File: src/assert_macros.svh
// Assertion helpers shared by the RTL. They expect clk and arst_n in scope.
`ifndef ASSERT_MACROS_SVH
`define ASSERT_MACROS_SVH

// Same-cycle implication
`define GQA_ASSERT_IMP(lbl, ante, cons, msg) \
	lbl: assert property (@(posedge clk) disable iff (!arst_n) (ante) |-> (cons)) else $error(msg);

// Next-cycle implication
`define GQA_ASSERT_NXT(lbl, ante, cons, msg) \
	lbl: assert property (@(posedge clk) disable iff (!arst_n) (ante) |=> (cons)) else $error(msg);

`endif

File: src/gqa_ram.sv
// ----------------------------------------------------------------------------
// gqa_ram
// Simple dual-port RAM, one write and one registered read.
// ----------------------------------------------------------------------------
`timescale 1ns / 1ps
`default_nettype none

module gqa_ram #(
	parameter int DEPTH = 64,
	parameter int WIDTH = 16
) (
	input  wire logic                     clk,
	input  wire logic                     we,
	input  wire logic [$clog2(DEPTH)-1:0] waddr,
	input  wire logic [WIDTH-1:0]         wdata,
	input  wire logic [$clog2(DEPTH)-1:0] raddr,
	output      logic [WIDTH-1:0]         rdata
);

	logic [WIDTH-1:0] mem [DEPTH];

	always_ff @(posedge clk) begin
		if (we) begin
			mem[waddr] <= wdata;
		end
		rdata <= mem[raddr];
	end

endmodule

`default_nettype wire

File: config.mk
export PLATFORM = sky130hd
export DESIGN_NAME = gqa_ram
export DESIGN_NICKNAME = d
export VERILOG_FILES = /design/src/assert_macros.svh /design/src/gqa_ram.sv
export SDC_FILE = /design/constraint.sdc
export NUM_CORES = 1
export LEC_CHECK = 0
export BUFFER_PORTS_ARGS = -buffer_cell sky130_fd_sc_hd__buf_4
export CAP_MARGIN = 20
export CORE_UTILIZATION = 60
export CTS_CLUSTER_DIAMETER = 150
export DETAILED_ROUTE_END_ITERATION = 8
export GPL_TIMING_DRIVEN = 0
export PLACE_DENSITY = 0.76
export SLEW_MARGIN = 20
export SYNTH_ARGS = -nofsm -noshare
export SYNTH_HDL_FRONTEND = slang
export SYNTH_SLANG_ARGS = --single-unit
File: constraint.sdc
create_clock -name clk -period 5.8 [get_ports clk]
set_clock_uncertainty 0.2 [all_clocks]
set_input_delay 1.16 -clock clk [delete_from_list [all_inputs] [get_ports clk]]
set_output_delay 1.16 -clock clk [all_outputs]
set_load 0.03 [all_outputs]
Yosys cells after proc, flatten, opt, wreduce, memory -nomap -nowiden

Memories as Yosys holds them, arrays and structs flattened. A register that Yosys moved wholly into a read port is not among the register bits.
Cells that the tools add are included.

Muxes and demuxes: 2

Operators with widths:

| operator | count |
|---|---|
| $mux 1   | 2 |

RAM bits: 1024
Bits of input ports: 30
Output and inout bits: 16
Memories kept: 1
Register bits after elaboration: 0

Memory list:

| memory | words | width | rd ports | clocked after Yosys merged registers in | wr ports | line          | text |
|---|---|---|---|---|---|---|---|
| mem    | 64    | 16    | 1        | 1                                       | 1        | gqa_ram.sv:20 | `logic [WIDTH-1:0] mem [DEPTH];` |

Depth between registers and ports, before layout

Depth after elaboration: 2
Mapped depth: 10
Mapped depth without buffers: 5

Worst setup path after synthesis

Ideal clock, no wire load.

Path kind: input to register
Start: input port waddr[3]
End: memory mem[48][0] (enable)
Setup time: 0.409 ns
Path slack: 2.405 ns
Stages: 4
Buffers on the path: 1
Required time: 5.191 ns
Data arrival time: 2.786 ns
Cells stage by stage: clkbuf_1 > nor2b_1 > nand4b_1 > nor3_1

RTL lines:

| what        | line          | text |
|---|---|---|
| from (decl) | gqa_ram.sv:14 | `input wire logic [$clog2(DEPTH)-1:0] waddr,` |
| to (decl)   | gqa_ram.sv:20 |  |

Straight into the memory's write port.

==> Implementation_results.wiki <==
{| class="wikitable"
! Metric !! Value
|-
| R2R Setup Slk || 3.19 ns
|-
| Buffers on Ports || 38
|-
| Resized Gates After CTS || 0
|-
| Flip-flop and latch count after synthesis || 1,040
|-
| Total chip power || 15,670 µW
|-
| DR iter-0 viols || 3,034
|-
| Sequential cell area fraction in the yosys report || 0.7759
|-
| Die area || 0.06777 mm²
|-
| Final period utilization || 0.6229
|-
| Required time at the endpoint of the critical path || 6.09 ns
|-
| Detailed placement HPWL || 62.67 mm
|-
| CTS tree || done
|-
| Number of inserted filler cells in the final layout || 3,812
|-
| Category of the worst setup path launch point || input port
|-
| Clock Path Buffers || 3
|-
| Crit path kind || in -> reg
|-
| Area of the core region || 0.06586 mm²
|-
| Clock Pin Slew Worst Setup and Hold Paths || 0.06 ns
|-
| Number of nets in the layout || 2,062
|-
| Setup repair after global routing missed its margin || no
|-
| Number of global-route vias before repair || 20,280
|-
| Proportion of synthesized flip-flops having asynchronous set or reset || 0
|-
| Min setup slack post-route || 2.187 ns
|-
| Share of layout cells above drive strength 1 || 0.3007
|-
| Count of warnings emitted by yosys || 0
|-
| Die width || 260.3 µm
|-
| Fin. Hold Viols || 0
|-
| Post-Place Cell Area || 0.04237 mm²
|-
| Data arrival, critical path || 3.90 ns
|-
| Height of the die || 260.3 µm
|-
| Source-to-sink clock delay at the later pin of the worst-skew pair || 0.67 ns
|-
| Hold/Removal Path Class || reg -> reg
|-
| Number of buffers added by the clock tree synthesis step || 100
|-
| P&R area growth vs syn || 13.89%
|-
| Maximum number of pins on one net before global-route repair || 65
|-
| Hold slack || 0.6966 ns
|-
| Post-Syn Area per Cell || 21.89 µm²
|-
| Relative slew slack || 0.2718
|-
| Initial Utilization || 0.6080
|-
| Number of placed I/O pins || 46
|-
| Number of detailed-route iterations in the first pass || 8
|-
| Netlist area before placement || 0.04004 mm²
|-
| Element type at the critical path end || flop
|-
| Commonest non-fill, non-tap cell in the layout || edfxtp_1
|-
| Critical path peak fanout || 10
|-
| Cts-stage hold buffer count || 0
|-
| First-pass GRT wire length || 141.3 mm
|-
| Time the final worst path needs with I/O delays and setup || 3.613 ns
|-
| Number of remaining DRC errors || 0
|-
| Count of max-cap constraint violations || 0
|-
| Setup Slack @ Placement || 1.652 ns
|-
| Unique cell type count in the Yosys netlist || 43
|-
| Setup violation total in the final timing report || 0
|-
| FF/Latch Area || 0.03107 mm²
|-
| Post-synthesis cell count || 1,829
|-
| Highest Clock Rate || 0.2768 GHz
|-
| Row count || 94
|-
| Setup bufs post-CTS || 0
|-
| GRT Overall Usage || 0.3000
|-
| Footprint of the multi-input gates || 0.008404 mm²
|-
| Initial antenna violation count || 1
|-
| EDFF count, synth || 1,024
|-
| H-tree levels || 3
|-
| Root buffer selected by CTS || clkbuf_16
|-
| Static leakage || 0.01454 µW
|-
| Number of nets produced by synthesis || 1,859
|-
| Pwr dens || 343.6 mW/mm²
|-
| Overall via count from detail_route || 20,170
|-
| Cell area after layout || 0.04561 mm²
|-
| Total Wirelength || 98.72 mm
|-
| Main synth FF type || edfxtp_1
|-
| CTS sink count || 1,040
|-
| Worst-case vdd ir drop || 0.3508 mV
|-
| Mean number of vias per cell || 6.774
|-
| Commonest non-fill, non-tap cells in the layout || 1,024 x edfxtp_1, 220 x mux4_2, 101 x clkbuf_16, 85 x mux2i_1, 64 x nor2_2
|-
| Setup TNS || 0 ns
|-
| Worst-Margin Slew || 1.089 ns
|-
| Pins Over Slew Limit || 0
|-
| DRT antenna net count || 0
|-
| Status || finished, final reports clean
|-
| Routed wirelength normalized by instance count || 33.15 µm
|-
| Grt total ovfl || 0
|-
| Routability-driven placement congestion ratio || 0.9302
|}
path summary, 6_finish.rpt:
path / startpoint / to / cells past startpoint
worst max-delay path: raddr[2] / rdata[4]$_DFF_P_ / 8
worst min-delay path: mem[40][1]$_DFFE_PP_ / rdata[1]$_DFF_P_ / 4
worst max register to register: mem[23][4]$_DFFE_PP_ / rdata[4]$_DFF_P_ / 5
worst min register to register: mem[40][1]$_DFFE_PP_ / rdata[1]$_DFF_P_ / 4
synthesized netlist by cell type, types with 8 or more instances:
cell type	instances	area, µm²
a211oi_1	8	60.06
a311oi_1	8	70.07
a31oi_1	8	50.05
buf_2	36	180.2
edfxtp_1	1024	30750
nand4_1	12	75.07
nor2b_1	30	187.7
mux4_2	220	4955
buf_6	17	191.4
nor2_1	72	270.3
dfxtp_1	16	320.3
buf_4	13	97.59
clkbuf_1	24	90.09
a221oi_1	16	140.1
nand3_1	24	120.1
a21oi_1	17	85.08
a211o_1	8	70.07
nand2_1	59	221.5
mux2_2	27	304.0
a22oi_1	39	292.8
mux2i_1	85	850.8
per-layer routing:
layer  part of all wire  vias up  track usage
met2               0.47     1335       0.4685
li1                   -     8100            -
met3               0.10      269      0.06099
met4              0.057        2       0.1481
met5            0.00018        -            0
met1               0.37    10470       0.4101
worst max-delay path, cell delays in order:
cell and delay (ns):
buf_2 0.27, buf_4 0.22, buf_2 0.45, mux4_2 0.38, mux2i_1 0.41, a22oi_1 0.18, a31oi_1 0.67, a311oi_1 0.12
stage by stage:
step / cells / utilization
floorplan: 1829 / -
global placement: 2731 / 0.6287
detailed placement: 2794 / 0.6434
CTS: 2976 / 0.6923
global route: 2976 / 0.6923
finish: 2978 / 0.6924
sequential cells by signal, indices dropped and copies added (netlist names):
signal	count
mem	1024
rdata	16
logic make-up (layout without fill, tap and decap cells):
group                  count (synthesis)  in the layout  share of synthesized area
flip-flops                          1040           1040                     0.7759
multiplexers                         336            336                     0.1552
AND/OR/NAND/NOR                      220            220                    0.02647
AO/OA/AOI/OAI                        129            129                    0.02409
buffers and inverters                104            387                    0.01831
other                                  0              2                          0
layout make-up:
type	count	share of cell area
buffer	104	0.01608
timing repair buffer	101	0.02379
clock inverter	55	0.01166
tap	864	0.02370
clock buffer	127	0.05910
sequential	1040	0.6813
multi-input combinational	685	0.1843
antenna	2	0.0001097
report_power, final:
part | total, µW | switching [µW] | internal [µW]
clock | 6460 | 2700 | 3760
sequential | 8340 | 17.2 | 8320
combinational | 874 | 572 | 302
(Power assumes the default switching activity.)
