File: src/assert_macros.svh
// Assertion helpers shared by the RTL. They expect clk and arst_n in scope.
`ifndef ASSERT_MACROS_SVH
`define ASSERT_MACROS_SVH

// Same-cycle implication
`define GQA_ASSERT_IMP(lbl, ante, cons, msg) \
	lbl: assert property (@(posedge clk) disable iff (!arst_n) (ante) |-> (cons)) else $error(msg);

// Next-cycle implication
`define GQA_ASSERT_NXT(lbl, ante, cons, msg) \
	lbl: assert property (@(posedge clk) disable iff (!arst_n) (ante) |=> (cons)) else $error(msg);

`endif

File: src/gqa_pkg.sv
// ----------------------------------------------------------------------------
// gqa_pkg
// Shared sizes, codes and tables of the attention engine.
// ----------------------------------------------------------------------------
`timescale 1ns / 1ps
`default_nettype none

package gqa_pkg;

	localparam int HEAD_DIM     = 64;
	localparam int MAX_POS      = 256;
	localparam int MAX_KV_HEADS = 8;
	localparam int MAX_Q_HEADS  = 16;

	localparam int DIM_W  = $clog2(HEAD_DIM);
	localparam int POS_W  = $clog2(MAX_POS);
	localparam int GRP_W  = (MAX_KV_HEADS > 1) ? $clog2(MAX_KV_HEADS) : 1;
	localparam int ADDR_W = POS_W + GRP_W + DIM_W;

	// item field widths
	localparam int CMD_W      = 2;
	localparam int POSITION_W = 8;
	localparam int KV_GROUP_W = 3;
	localparam int HEAD_W     = 4;
	localparam int DIMIDX_W   = 6;
	localparam int DATA_W     = 16;
	localparam int LENGTH_W   = 9;

	// config port
	localparam int CFG_IDX_W  = 2;
	localparam int CFG_DATA_W = 16;
	localparam int QH_W       = 5;
	localparam int KH_W       = 4;
	localparam int SCALE_W    = 16;

	localparam logic [CFG_IDX_W-1:0] CFG_QUERY_HEADS = 2'd0;
	localparam logic [CFG_IDX_W-1:0] CFG_KV_HEADS    = 2'd1;
	localparam logic [CFG_IDX_W-1:0] CFG_SCORE_SCALE = 2'd2;

	localparam logic [QH_W-1:0]    QH_RESET    = 5'd16;
	localparam logic [KH_W-1:0]    KH_RESET    = 4'd8;
	localparam logic [SCALE_W-1:0] SCALE_RESET = 16'd5793;

	typedef enum logic [CMD_W-1:0] {
		CMD_WRITE_KEY   = 2'd0,
		CMD_WRITE_VALUE = 2'd1,
		CMD_WRITE_QUERY = 2'd2,
		CMD_RUN         = 2'd3
	} cmd_t;

	// arithmetic widths
	localparam int DOT_W   = 2 * DATA_W + DIM_W + 1;
	localparam int SCORE_W = 32;
	localparam int ACC_W   = 48;
	localparam int WGT_W   = 16;
	localparam int SUM_W   = WGT_W + POS_W + 1;
	localparam int NUM_W   = ACC_W + 2;
	localparam int DEN_W   = SUM_W + 1;

	localparam logic [16:0] LOG2E_Q16 = 17'd94548;

	typedef struct packed {
		logic busy;
		logic done;
	} div_status_t;

	// 2^(-i/16) in Q1.16
	function automatic logic [16:0] pow_tab(input logic [4:0] idx);
		logic [16:0] t;
		case (idx)
			5'd0:    t = 17'd65536;
			5'd1:    t = 17'd62757;
			5'd2:    t = 17'd60097;
			5'd3:    t = 17'd57549;
			5'd4:    t = 17'd55109;
			5'd5:    t = 17'd52773;
			5'd6:    t = 17'd50535;
			5'd7:    t = 17'd48393;
			5'd8:    t = 17'd46341;
			5'd9:    t = 17'd44376;
			5'd10:   t = 17'd42495;
			5'd11:   t = 17'd40693;
			5'd12:   t = 17'd38968;
			5'd13:   t = 17'd37316;
			5'd14:   t = 17'd35734;
			5'd15:   t = 17'd34219;
			5'd16:   t = 17'd32768;
			default: t = 17'd32768;
		endcase
		return t;
	endfunction

endpackage

`default_nettype wire

File: src/gqa_div.sv
// ----------------------------------------------------------------------------
// gqa_div
// Restoring unsigned divider, one quotient bit per cycle.
// ----------------------------------------------------------------------------
`timescale 1ns / 1ps
`default_nettype none

module gqa_div (
	input  wire logic                        clk,
	input  wire logic                        arst_n,
	input  wire logic                        start,
	input  wire logic [gqa_pkg::NUM_W-1:0]   num,
	input  wire logic [gqa_pkg::DEN_W-1:0]   den,
	output      gqa_pkg::div_status_t        status,
	output      logic [gqa_pkg::NUM_W-1:0]   quo
);

	localparam int CNT_W = $clog2(gqa_pkg::NUM_W + 1);

	logic [gqa_pkg::DEN_W-1:0] rem_q;
	logic [gqa_pkg::DEN_W-1:0] den_q;
	logic [gqa_pkg::NUM_W-1:0] quo_q;
	logic [CNT_W-1:0]          cnt_q;
	logic                      done_q;
	logic [gqa_pkg::DEN_W:0]   trial;
	logic                      fits;

	assign trial = {rem_q, quo_q[gqa_pkg::NUM_W-1]};
	assign fits  = trial >= {1'b0, den_q};

	always_ff @(posedge clk or negedge arst_n) begin
		if (!arst_n) begin
			cnt_q  <= '0;
			done_q <= 1'b0;
		end else begin
			done_q <= 1'b0;
			if (start) begin
				cnt_q <= CNT_W'(gqa_pkg::NUM_W);
			end else if (cnt_q != '0) begin
				cnt_q <= cnt_q - 1'b1;
				if (cnt_q == CNT_W'(1)) begin
					done_q <= 1'b1;
				end
			end
		end
	end

	always_ff @(posedge clk) begin
		if (start) begin
			rem_q <= '0;
			quo_q <= num;
			den_q <= den;
		end else if (cnt_q != '0) begin
			rem_q <= fits ? gqa_pkg::DEN_W'(trial - {1'b0, den_q}) : trial[gqa_pkg::DEN_W-1:0];
			quo_q <= {quo_q[gqa_pkg::NUM_W-2:0], fits};
		end
	end

	assign status.busy = cnt_q != '0;
	assign status.done = done_q;
	assign quo         = quo_q;

endmodule

`default_nettype wire

File: config.mk
export PLATFORM = sky130hd
export DESIGN_NAME = gqa_div
export DESIGN_NICKNAME = d
export VERILOG_FILES = /design/src/assert_macros.svh /design/src/gqa_pkg.sv /design/src/gqa_div.sv
export SDC_FILE = /design/constraint.sdc
export NUM_CORES = 1
export LEC_CHECK = 0
export BUFFER_PORTS_ARGS = -buffer_cell sky130_fd_sc_hd__buf_2
export CELL_PAD_IN_SITES_DETAIL_PLACEMENT = 1
export CELL_PAD_IN_SITES_GLOBAL_PLACEMENT = 2
export CORE_MARGIN = 1.5
export CORE_UTILIZATION = 35
export CTS_CLUSTER_DIAMETER = 150
export DETAILED_ROUTE_END_ITERATION = 6
export PLACE_DENSITY = 0.91
export REMOVE_ABC_BUFFERS = 1
export SYNTH_ARGS = -nofsm -noshare
export SYNTH_HDL_FRONTEND = slang
export SYNTH_SLANG_ARGS = --single-unit
File: constraint.sdc
create_clock -name clk -period 3.3 [get_ports clk]
set_input_delay 0.165 -clock clk [delete_from_list [all_inputs] [get_ports clk]]
set_output_delay 0.165 -clock clk [all_outputs]
set_load 0.005 [all_outputs]
## Yosys cells after proc, flatten, opt, wreduce, memory -nomap -nowiden

Cells that the tools add are included.
Widths: inputs -> output; s select.

| operators by class | value |
|---|---|
| reduce and logical (&&, ||, !) cells | 2 |
| magnitude comparators | 1 |
| add/subtract/negate cells | 2 |
| mux-type cells | 8 |
| equality and inequality tests | 1 |

Operators with widths:

| operator | count |
|---|---|
| $mux 50 | 2 |
| $ge 27x26->1 | 1 |
| $mux 26 | 1 |
| $sub 26x26->26 | 1 |
| $mux 6 | 2 |
| $eq 6x1->1 const B | 1 |
| $reduce_bool 6->1 | 1 |
| $sub 6x1->6 const B | 1 |
| $mux 1 | 3 |
| $reduce_bool 2->1 | 1 |

| word-level totals | value |
|---|---|
| input port bits | 79 |
| word-level logic and storage cells | 19 |
| register bits after elaboration | 109 |

## Longest topological paths before layout

| logic depth | value |
|---|---|
| depth after elaboration | 4 |
| mapped depth | 12 |
| gate-level depth less buffers | 12 |

## Worst setup path before layout

Ideal clock, no wire load.

| timing path | value |
|---|---|
| path kind | register to register |
| start | register quo_q, in the netlist quo[49] |
| end | register rem_q[24] (netlist bit) |
| setup slack | 0.471 ns |
| data required time | 3.178 ns |
| setup time | 0.122 ns |
| buffers on the path | 0 |
| stages on the path, launching flop included | 13 |
| arrival | 2.707 ns |
| path through | edfxtp_1 > inv_1 > ha_1 > inv_1 > fa_1 > a21o_1 > a221oi_2 > o211ai_1 > a31oi_2 > nor2_1 > o41ai_2 > xnor2_1 > a311o_1 |

| on the way | value |
|---|---|
| longest elaborated chain between the ends | 2 |
| elaborated cells between the ends (all ways) | 3 |
| classes of those cells | add/sub (1); order compare (1); mux (1) |

RTL lines:

| what | line | RTL |
|---|---|---|
| from (decl) | gqa_div.sv:22 | `logic [gqa_pkg::NUM_W-1:0] quo_q;` |
| from (signal assigned) | gqa_div.sv:51 | `quo_q <= num;` |
| from (signal assigned) | gqa_div.sv:55 | `quo_q <= {quo_q[gqa_pkg::NUM_W-2:0], fits};` |
| $sub 26x26->26 or $ge 27x26->1 (tied branches) | gqa_div.sv:54, gqa_div.sv:29 |  |
| $mux 26 (*) | gqa_div.sv:54 | `rem_q <= fits ? gqa_pkg::DEN_W'(trial - {1'b0, den_q}) : trial[gqa_pkg::DEN_W-1:0];` |
| to (signal assigned) | gqa_div.sv:54 |  |
| to (decl) | gqa_div.sv:20 | `logic [gqa_pkg::DEN_W-1:0] rem_q;` |

Every way passes the cells marked *; elsewhere a longest branch is shown, timed or not.
A chain may end at the register's enable or synchronous reset.

## Worst setup path after layout

Ends and elaborated chain as after synthesis.

==> out/results.ini <==
[outcome]
status = finished, final reports clean

[clock_tree]
clk_path_buf_depth = 2
root_buffer = clkbuf_16
clkSinkCount = 109
path_clk_slew_ns = 0.08
cts_buffers = 9
tritoncts = done
htreeDepth = 3
clk_latency_ns = 0.36

[timing]
slew_viol_final = 0
final.period_utilization_pct = 95.5
fin_crit_ns = 3.15
worst_pin_slew_ns = 1.06
hold_viol_final = 0
finalSetupTns_ns = 0
setup_slack_ns = 0.150
setup_viol = 0
grt_setup_unrepaired = no
slew-limit-headroom_pct = 29.4
hold_slack_ns = 0.0123
clock_skew_ns = 0.0112
fmax_ghz = 0.317

[pwr]
p_seq_share_pct = 35.9
total_power_mw = 5.22
pwr-share-clk_pct = 24.2
p_per_area_nw_per_um2 = 694
p_sw_share_pct = 35.9
power.leakage_nw = 3.22
vdd_drop_max_uv = 280
p_sw_mw = 1.87
p_int_mw = 3.35
p_comb_share_pct = 39.9

[grt]
grt_pass1_vias = 5097
antenna_found_initial = 0
grt_max_degree = 112
grt_first_pass_wirelength_um = 27200
track_usage_pct = 19.3
overflow = 0

[yosys]
ys_warn_count = 0
synthArstFlopShare_pct = 6.42
synth_cell_types = 70
syn_area_um2 = 6010
netlist_instances = 530
synth-seq-area-share_pct = 49.5
synth_top_cell_by_area = edfxtp_1
yosysTopAreaCellShare_pct = 38.0
avgSynthCellArea_um2 = 11.3
synth_flop_cell = edfxtp_1
synth-seq-cells = 109
synth_edf_count = 76
ys_top_cells_by_area = edfxtp_1 38%, mux2_2 9.4%, dfxtp_1 8.7%, ha_1 5.8%, nor2_1 3.1%

[min_path]
hold_class = input port to flip-flop

[die]
io_pins = 131
die_x_um = 134
die-area_um2 = 18000
core_um2 = 16700
dieHeight_um = 134
std_cell_rows = 47
initial_utilization_pct = 36.0

[detailed_routing]
final_antenna_net_count = 0
postRouteWirelength_um = 16700
via_per_inst = 5.20
via_count = 4703
post_drt_wl_per_cell_um = 18.4
drc = 0
first_pass_iters = 4
drt_iter0_drc = 246

[place]
port_buffers = 130
dp_cells = 863
post-place-ws_ns = 0.0932
dpl.hpwl_um = 11900
gp_congestion = 0.846
dpl-instance-area_um2 = 6910

[finish]
stdcell_area_um2 = 7520
final_util_pct = 45.0
n_antenna_cell = 0
fin_cells = 905
nets = 788
layout-drive-gt1-share_pct = 32.4
final_common_cell = buf_2
area_delta_synth_final_pct = 25.1
layout_common_cells = 129 x buf_2, 76 x edfxtp_1, 50 x mux2_2, 50 x nor2_1, 34 x inv_1

[job]
drv_cap = 0

[critical_path]
cp-end-kind = flip-flop
worstSetupPathType = flip-flop to flip-flop
critPathRequiredTime_ns = 3.54
worstPathArrival_ns = 3.39
start_kind = flip-flop
crit_path_max_fanout = 4

-- timing repair --
action,CTS,global route
setup buffers,0,0
endpoints found under the hold margin,32,0
endpoints found under the setup margin,0,2
resized for setup,0,1
hold buffers,26,0
-- layout make-up --
type | instances | area [um2]
repair buffers | 164 | 998
clock buffers | 9 | 225
flip-flops and latches | 109 | 2980
well taps | 220 | 275
fillers | 1867 | 9180
multi-input cells | 360 | 2790
inverters | 36 | 135
clock inverters | 7 | 119
-- final timing paths --
path | start | to | slack, ns | cells past startpoint
min | den[14] | den_q[14]$_DFFE_PP_ | 0.01 | 1
max | quo[49]$_DFFE_PP_ | rem_q[24]$_SDFFE_PP0P_ | 0.15 | 12
max reg2reg | quo[49]$_DFFE_PP_ | rem_q[24]$_SDFFE_PP0P_ | 0.15 | 12
min reg2reg | rem_q[13]$_SDFFE_PP0P_ | rem_q[14]$_SDFFE_PP0P_ | 0.51 | 2
min in group asynchronous | arst_n | done_q$_DFF_PN0_ | 0.17 | 2
max in group asynchronous | arst_n | cnt_q[3]$_DFFE_PN0P_ | 2.96 | 2
-- registers in the layout, indices dropped and copies added, names as in the netlist --
name    flops
cnt_q       6
rem_q      26
quo        50
done_q      1
den_q      26
-- power groups by stage --
stage	clock network [mW]	logic [mW]	registers, mW
6_report	1.26	2.08	1.88
5_1_grt	1.32	2.31	1.91
4_1_cts	1.29	2.07	1.88
3_5_place_dp	0	2.03	1.90
3_3_place_gp	0	1.97	1.89
2_1_floorplan	0	1.44	1.86
-- synth_stat cells (2+ instances only) --
| cell | number |
|---|---|
| nand4_1 | 6 |
| a211o_1 | 3 |
| a21o_1 | 9 |
| o21ai_1 | 4 |
| xnor2_1 | 13 |
| inv_1 | 35 |
| nor2b_1 | 3 |
| or3_1 | 2 |
| nor3_1 | 9 |
| o211ai_1 | 2 |
| o31ai_1 | 3 |
| nand3_1 | 14 |
| o21bai_1 | 4 |
| o21a_1 | 4 |
| a31oi_2 | 2 |
| buf_4 | 2 |
| a311oi_1 | 4 |
| mux2_2 | 50 |
| nor4_1 | 3 |
| mux2i_1 | 17 |
| nand2_1 | 23 |
| a211oi_1 | 17 |
| nand2b_1 | 7 |
| a31oi_1 | 2 |
| and2_1 | 3 |
| buf_6 | 2 |
| o41ai_1 | 2 |
| edfxtp_1 | 76 |
| o21ai_0 | 9 |
| dfxtp_1 | 26 |
| clkbuf_1 | 12 |
| and3_1 | 6 |
| xor2_1 | 7 |
| a21oi_1 | 24 |
| nor2_1 | 50 |
| dfrtp_1 | 7 |
| ha_1 | 28 |
| buf_1 | 8 |
-- cells by family after synthesis --
group	Yosys count	synth area share, %
flops	109	49.5
compound gates	105	13.4
simple gates	139	11.6
buf+inv	61	4.20
mux	67	12.2
fa+ha+maj	29	6.16
xor+xnor	20	2.91
-- layer usage --
layer	share of wire (%)	track usage [%]
met5	0	0
met4	2.0	7.05
met1	44	23.7
met3	6.1	5.22
met2	48	32.6
-- worst max-delay path, cell delays in order (launching register included) --
cell	delay, ns
edfxtp_1	0.42
inv_1	0.08
ha_1	0.16
inv_1	0.06
fa_1	0.42
a21o_1	0.24
a221oi_4	0.30
o211ai_1	0.15
a31oi_2	0.28
nor2_1	0.12
o41ai_2	0.33
xnor2_1	0.13
a311o_1	0.33
(Power assumes the default switching activity.)
